<file path="config.mk">
export PLATFORM = sky130hd
export DESIGN_NAME = rfc_result_flat
export DESIGN_NICKNAME = d
export VERILOG_FILES = /design/src/hdl/rfc_pkg.sv /design/src/hdl/rfc_if.sv /design/src/hdl/rfc_result.sv /design/src/flat_wrapper.sv
export SDC_FILE = /design/constraint.sdc
export NUM_CORES = 1
export LEC_CHECK = 0
export BUFFER_PORTS_ARGS = -buffer_cell sky130_fd_sc_hd__buf_2
export CELL_PAD_IN_SITES_DETAIL_PLACEMENT = 1
export CELL_PAD_IN_SITES_GLOBAL_PLACEMENT = 1
export CORE_ASPECT_RATIO = 1.4
export CORE_MARGIN = 1.5
export CORE_UTILIZATION = 27
export CTS_CLUSTER_SIZE = 20
export DETAILED_ROUTE_END_ITERATION = 16
export PLACE_DENSITY_LB_ADDON = 0.2
export SLEW_MARGIN = 20
export SYNTH_ARGS = -nofsm -noshare
export SYNTH_HDL_FRONTEND = slang
export SYNTH_SLANG_ARGS = --single-unit
</file>
<file path="constraint.sdc">
create_clock -name clock -period 1.23 [get_ports clock]
set_input_delay 0.123 -clock clock [delete_from_list [all_inputs] [get_ports clock]]
set_output_delay 0.123 -clock clock [all_outputs]
set_load 0.05 [all_outputs]
</file>
<file path="src/hdl/rfc_pkg.sv">
// shared types, constants and status decoding for the reply frame checker
package rfc_pkg;

   localparam logic [7:0] START_MARK = 8'hF5;

   // command codes
   localparam logic [7:0] CMD_VERIFY      = 8'h01;
   localparam logic [7:0] CMD_ENROLL_2    = 8'h02;
   localparam logic [7:0] CMD_ENROLL_3    = 8'h03;
   localparam logic [7:0] CMD_DELETE_ONE  = 8'h04;
   localparam logic [7:0] CMD_DELETE_ALL  = 8'h05;
   localparam logic [7:0] CMD_USER_COUNT  = 8'h09;
   localparam logic [7:0] CMD_COMPARE_ONE = 8'h0B;
   localparam logic [7:0] CMD_IDENTIFY    = 8'h0C;

   // status codes
   localparam logic [7:0] ACK_OK         = 8'h00;
   localparam logic [7:0] ACK_LEVEL_1    = 8'h01;
   localparam logic [7:0] ACK_LEVEL_2    = 8'h02;
   localparam logic [7:0] ACK_LEVEL_3    = 8'h03;

   // byte positions inside a frame
   localparam logic [2:0] POS_START  = 3'd0;
   localparam logic [2:0] POS_ECHO   = 3'd1;
   localparam logic [2:0] POS_ARG_HI = 3'd2;
   localparam logic [2:0] POS_ID     = 3'd3;
   localparam logic [2:0] POS_STATUS = 3'd4;
   localparam logic [2:0] POS_ARG_LO = 3'd5;
   localparam logic [2:0] POS_CHECK  = 3'd6;
   localparam logic [2:0] POS_END    = 3'd7;

   typedef enum logic [1:0] {
      ERR_NONE       = 2'd0,
      ERR_BAD_START  = 2'd1,
      ERR_CMD_ECHO   = 2'd2,
      ERR_CHECKSUM   = 2'd3
   } err_kind_type;

   typedef struct packed {
      logic       start_good;
      logic       echo_good;
      logic       sum_good;
      logic [7:0] id_byte;
      logic [7:0] status_byte;
   } frame_status_type;

   typedef struct packed {
      logic accept;
      logic load;
   } decode_type;

   function automatic decode_type decode_status(input logic [7:0] cmd,
                                                input logic [7:0] st);
      decode_type d;
      d.accept = 1'b0;
      d.load   = 1'b0;
      case (cmd)
         CMD_VERIFY, CMD_ENROLL_2, CMD_ENROLL_3, CMD_DELETE_ONE,
         CMD_DELETE_ALL, CMD_COMPARE_ONE: begin
            d.accept = (st == ACK_OK);
         end
         CMD_USER_COUNT: begin
            d.load   = (st == ACK_OK);
            d.accept = d.load;
         end
         CMD_IDENTIFY: begin
            d.load   = (st == ACK_LEVEL_1) || (st == ACK_LEVEL_2) || (st == ACK_LEVEL_3);
            d.accept = d.load;
         end
         default: begin
            d.accept = 1'b0;
            d.load   = 1'b0;
         end
      endcase
      return d;
   endfunction

endpackage

</file>
<file path="src/hdl/rfc_if.sv">


interface rfc_rsp_if;
   logic       valid;
   logic       ready;
   logic       accepted;
   logic       frame_valid;
   logic [1:0] error_kind;
   logic [7:0] ack_code;
   logic [7:0] matched_id;
   logic       id_updated;

   modport source (output valid, output accepted, output frame_valid, output error_kind,
                   output ack_code, output matched_id, output id_updated, input ready);
   modport sink   (input valid, input accepted, input frame_valid, input error_kind,
                   input ack_code, input matched_id, input id_updated, output ready);
endinterface

</file>
<file path="src/hdl/rfc_result.sv">
// status decoding, stored user id and the response output register
module rfc_result
   import rfc_pkg::*;
(
   input  logic             clock,
   input  logic             reset,
   input  logic             load,
   input  logic [7:0]       expected_cmd,
   input  frame_status_type status,
   output logic             out_free,
   rfc_rsp_if.source        rsp
);

   logic         valid_ff, valid_in;
   logic         accepted_ff, accepted_in;
   logic         frame_valid_ff, frame_valid_in;
   err_kind_type error_kind_ff, error_kind_in;
   logic [7:0]   ack_code_ff;
   logic [7:0]   stored_id_ff, stored_id_in;
   logic         id_updated_ff, id_updated_in;
   decode_type   dec;

   always_comb begin
      frame_valid_in = status.start_good && status.echo_good && status.sum_good;
      if (!status.start_good) begin
         error_kind_in = ERR_BAD_START;
      end else if (!status.echo_good) begin
         error_kind_in = ERR_CMD_ECHO;
      end else if (!status.sum_good) begin
         error_kind_in = ERR_CHECKSUM;
      end else begin
         error_kind_in = ERR_NONE;
      end
      dec            = decode_status(expected_cmd, status.status_byte);
      accepted_in    = frame_valid_in && dec.accept;
      id_updated_in  = frame_valid_in && dec.load;
      stored_id_in   = id_updated_in ? status.id_byte : stored_id_ff;
   end

   assign out_free = !valid_ff || rsp.ready;
   assign valid_in = load || (valid_ff && !rsp.ready);

   always_ff @(posedge clock) begin
      if (reset) begin
         valid_ff     <= 1'b0;
         stored_id_ff <= '0;
      end else begin
         valid_ff <= valid_in;
         if (load) begin
            stored_id_ff <= stored_id_in;
         end
      end
   end

   // payload only moves when a finished frame is loaded
   always_ff @(posedge clock) begin
      if (load) begin
         accepted_ff    <= accepted_in;
         frame_valid_ff <= frame_valid_in;
         error_kind_ff  <= error_kind_in;
         ack_code_ff    <= status.status_byte;
         id_updated_ff  <= id_updated_in;
      end
   end

   assign rsp.valid       = valid_ff;
   assign rsp.accepted    = accepted_ff;
   assign rsp.frame_valid = frame_valid_ff;
   assign rsp.error_kind  = error_kind_ff;
   assign rsp.ack_code    = ack_code_ff;
   assign rsp.matched_id  = stored_id_ff;
   assign rsp.id_updated  = id_updated_ff;

   a_no_overwrite: assert property (@(posedge clock) disable iff (reset)
      load |-> out_free)
      else $error("pending response overwritten");

   a_load_shows: assert property (@(posedge clock) disable iff (reset)
      load |=> valid_ff)
      else $error("finished frame produced no response");

   a_accept_needs_valid: assert property (@(posedge clock) disable iff (reset)
      valid_ff && accepted_ff |-> frame_valid_ff && error_kind_ff == ERR_NONE)
      else $error("accepted response without a valid frame");

   a_update_needs_accept: assert property (@(posedge clock) disable iff (reset)
      valid_ff && id_updated_ff |-> accepted_ff)
      else $error("id update without acceptance");

endmodule

</file>
<file path="src/flat_wrapper.sv">
// flat-port wrapper written by rule: the top's interface ports become plain ports
module rfc_result_flat import rfc_pkg::*;
  (clock, reset, load, expected_cmd, status, out_free, rsp_valid, rsp_accepted, rsp_frame_valid, rsp_error_kind, rsp_ack_code, rsp_matched_id, rsp_id_updated, rsp_ready);
  rfc_rsp_if rsp_i ();
  input  logic clock;
  input  logic reset;
  input  logic load;
  input  logic [7:0] expected_cmd;
  input  frame_status_type status;
  output logic out_free;
  output wire logic [$bits(rsp_i.valid)-1:0] rsp_valid;
  output wire logic [$bits(rsp_i.accepted)-1:0] rsp_accepted;
  output wire logic [$bits(rsp_i.frame_valid)-1:0] rsp_frame_valid;
  output wire logic [$bits(rsp_i.error_kind)-1:0] rsp_error_kind;
  output wire logic [$bits(rsp_i.ack_code)-1:0] rsp_ack_code;
  output wire logic [$bits(rsp_i.matched_id)-1:0] rsp_matched_id;
  output wire logic [$bits(rsp_i.id_updated)-1:0] rsp_id_updated;
  input wire logic [$bits(rsp_i.ready)-1:0] rsp_ready;
  assign rsp_valid = rsp_i.valid;
  assign rsp_accepted = rsp_i.accepted;
  assign rsp_frame_valid = rsp_i.frame_valid;
  assign rsp_error_kind = rsp_i.error_kind;
  assign rsp_ack_code = rsp_i.ack_code;
  assign rsp_matched_id = rsp_i.matched_id;
  assign rsp_id_updated = rsp_i.id_updated;
  assign rsp_i.ready = rsp_ready;
  rfc_result u_core (.clock(clock), .reset(reset), .load(load), .expected_cmd(expected_cmd), .status(status), .out_free(out_free), .rsp(rsp_i));
endmodule
</file>
==> reports/results.tsv <==
metric	value	unit
pwr/cell area	1290	nW/um2
Synth Area in Compound Gates	15.9	%
total grt overflow	0	
row cnt	24	
Overall Global Routing Usage	14.6	%
Yosys reg bits	22	
Worst-Skew Late Latency	0.25	ns
clock root cell	clkbuf_8	
Syn Std Cell Area	912	um2
IO Count	54	
die span in x	52.1	um
fmax	884	MHz
slack of the worst reg-to-reg path	0.59	ns
result of the run	complete, no violations	
# H-tree levels	1	
via density per instance	4.89	
Pwr Total	0.00180	W
total wire length	2540	um
CP max stage cell	or4b_4	
# diodes	0	
Clock Sinks	22	
Critical Path Source	status[1]	
Hold Fails Final Rpt	0	
commonest non-fill, non-tap cell in the layout	buf_2	
slowest stage delay, CP	0.53	ns
post-route antenna net violation count	0	
core footprint	3180	um2
r2r endpoint	u_core.rsp.valid	
cell count after synthesis	78	
yosys warns	0	
final instance area	1390	um2
max_slew headroom	80.7	%
Clk pin slew, worst setup/hold paths	0.08	ns
vias in the first global route	933	
area grow syn2layout	52.3	%
distinct cell type count after synthesis	24	
critical-path cell list	buf_2, or4b_4, o21a_2, o31ai_1, a21oi_1	
Synth Area in XOR/XNOR	0	%
Post-DP Area	1300	um2
Worst Setup Start Kind	primary input	
met3 wire length	157	um
Worst EP required	1.37	ns
top sig layer	met4	
Final Non-Filler Cells	183	
routed len/inst	13.9	um
proportion of layout cells with a drive suffix above 1	53.5	%
min cycle time layout	1.13	ns
Setup Fix Bufs, Post-CTS	0	
layout filler cell count	380	
HP Class	primary input to flop	
RSZ-0062 raised after global routing	no	
DIE HEIGHT	71.8	um
utilization after layout	43.6	%
Pleak	0.595	nW
syn nets	109	
largest family of logic cells by synthesized area	simple AND/OR/NAND/NOR gates	
WL met2	1350	um
Synth Area in Adders	0	%
multiplexer share of the synthesized area	0	%
number of buffers created by CTS	3	
CP endpoint	u_core.rsp.matched_id[0]	
worst hold margin	0.0648	ns
DRT iter0 DRCs	5	
FF-to-FF path depth	2	
DRC viols	0	
syn avg cell area	11.7	um2
CP Max Fanout	9	
placed cell count	179	
post-synthesis sequential area ratio	62.6	%
vias	895	
antenna violations before repair	0	
critical path endpoint category	flop	
skew final	0	ns
DP HPWL	2040	um
Longest Clk Path Bufs	2	
Peak supply drop	0.719	mV
DIE AREA	3740	um2
CP Data Arrival Time	1.27	ns
Initial Util	28.7	%
final setup fails	0	
global-route wire length before repair	4160	um
Max Slew Vio Count	0	
Post-layout nets	176	
Detailed Routing Iterations Pass 1	2	
Synth Area in Simple Gates	17.8	%
Port Buffers	53	
pin count of the biggest net entering global routing	14	
kind of critical path	primary input to flop	
R2R Path Start	u_core.rsp.valid	
max-capacitance violation count	0	
GP Congestion	0.681	
CTS tree	built	
commonest cells after routing, fill and taps aside	53 x buf_2, 13 x buf_4, 13 x edfxtp_1	
crit share post-route	92.0	%
Slew @ Worst Pin	0.289	ns
met1 wire length	1010	um
[critical path: cells and delay by family]
kind	cells	cell delay [ns]
buffers and inverters	1	0.11
AOI/OAI and AO/OA	3	0.52
and+or+nand+nor	1	0.53
[flip-flops by register name, summed over array words and instances, names as in the netlist]
| name | flops |
|---|---|
| u_core.rsp.error_kind | 2 |
| u_core.rsp.ack_code | 8 |
| u_core.rsp.valid | 1 |
| u_core.rsp.accepted | 1 |
| u_core.rsp.id_updated | 1 |
| u_core.rsp.matched_id | 8 |
| u_core.rsp.frame_valid | 1 |
[power breakdown]
group | switching [W] | internal, W | total (W)
Combinational | 0.000217 | 0.0000973 | 0.000315
Clock | 0.000225 | 0.000434 | 0.000659
Sequential | 0.00000800 | 0.000816 | 0.000824
Total | 0.000450 | 0.00135 | 0.00180
[logic make-up after synthesis]
logic type             after synthesis
DFF                                 22
AOI/OAI and AO/OA                   24
and+or+nand+nor                     25
buffers and inverters                7
[worst min-delay path by stage]
stage | from | end | depth (start not counted)
3_3_place_gp | status[6] | u_core.rsp.ack_code[6] | 1
6_report | status[5] | u_core.rsp.ack_code[5] | 1
2_1_floorplan | status[0] | u_core.rsp.ack_code[0] | 0
3_5_place_dp | status[5] | u_core.rsp.ack_code[5] | 1
5_1_grt | status[6] | u_core.rsp.ack_code[6] | 1
4_1_cts | status[5] | u_core.rsp.ack_code[5] | 1
[what timing repair did]
| action | CTS | global route |
|---|---|---|
| resized for setup | 0 | 3 |
| setup endpoints to repair | 0 | 6 |
| hold buffers | 0 | 0 |
[through the flow]
stage,setup TNS (ns),worst slack (ns)
after floorplan,-0.314,-0.0393
after global placement,-1.76,-0.218
after detailed placement,-2.04,-0.234
after CTS,0,0.0445
after global routing,0,0.0290
final,0,0.0988
[synthesized netlist by cell type]
library cell,n,area (um2)
edfxtp_1,13,390
or4_2,1,8.76
and3_1,1,6.26
o21a_1,1,7.51
or4b_4,1,13.8
dfxtp_1,9,180
a21boi_0,1,7.51
inv_1,3,11.3
nor2b_1,1,6.26
o21ai_1,1,5.00
nand2b_1,1,6.26
nand4_1,9,56.3
nor3_1,3,15.0
and4_1,1,8.76
or2b_2,1,8.76
nor2_1,2,7.51
or3_1,1,6.26
nor4_1,3,18.8
clkbuf_1,1,3.75
o31ai_1,8,60.1
buf_1,2,7.51
o21ai_0,2,10.0
buf_6,1,11.3
a21oi_1,11,55.1
[final cells by class]
class,instances,area [um2],area share [%]
sequential,22,571,41.1
timing repair buffer,66,363,26.1
multi-input combinational,49,324,23.3
tap,39,48.8,3.51
clock buffer,3,41.3,2.97
clock inverter,1,30.0,2.16
inverter,3,11.3,0.811
[per-layer routing]
layer,global-route usage [%],vias to the layer above
met5,0,-
li1,-,439
met1,15.9,419
met4,5.26,0
met3,1.67,2
met2,27.7,35
Note: power is estimated with default switching activity, not from simulation.
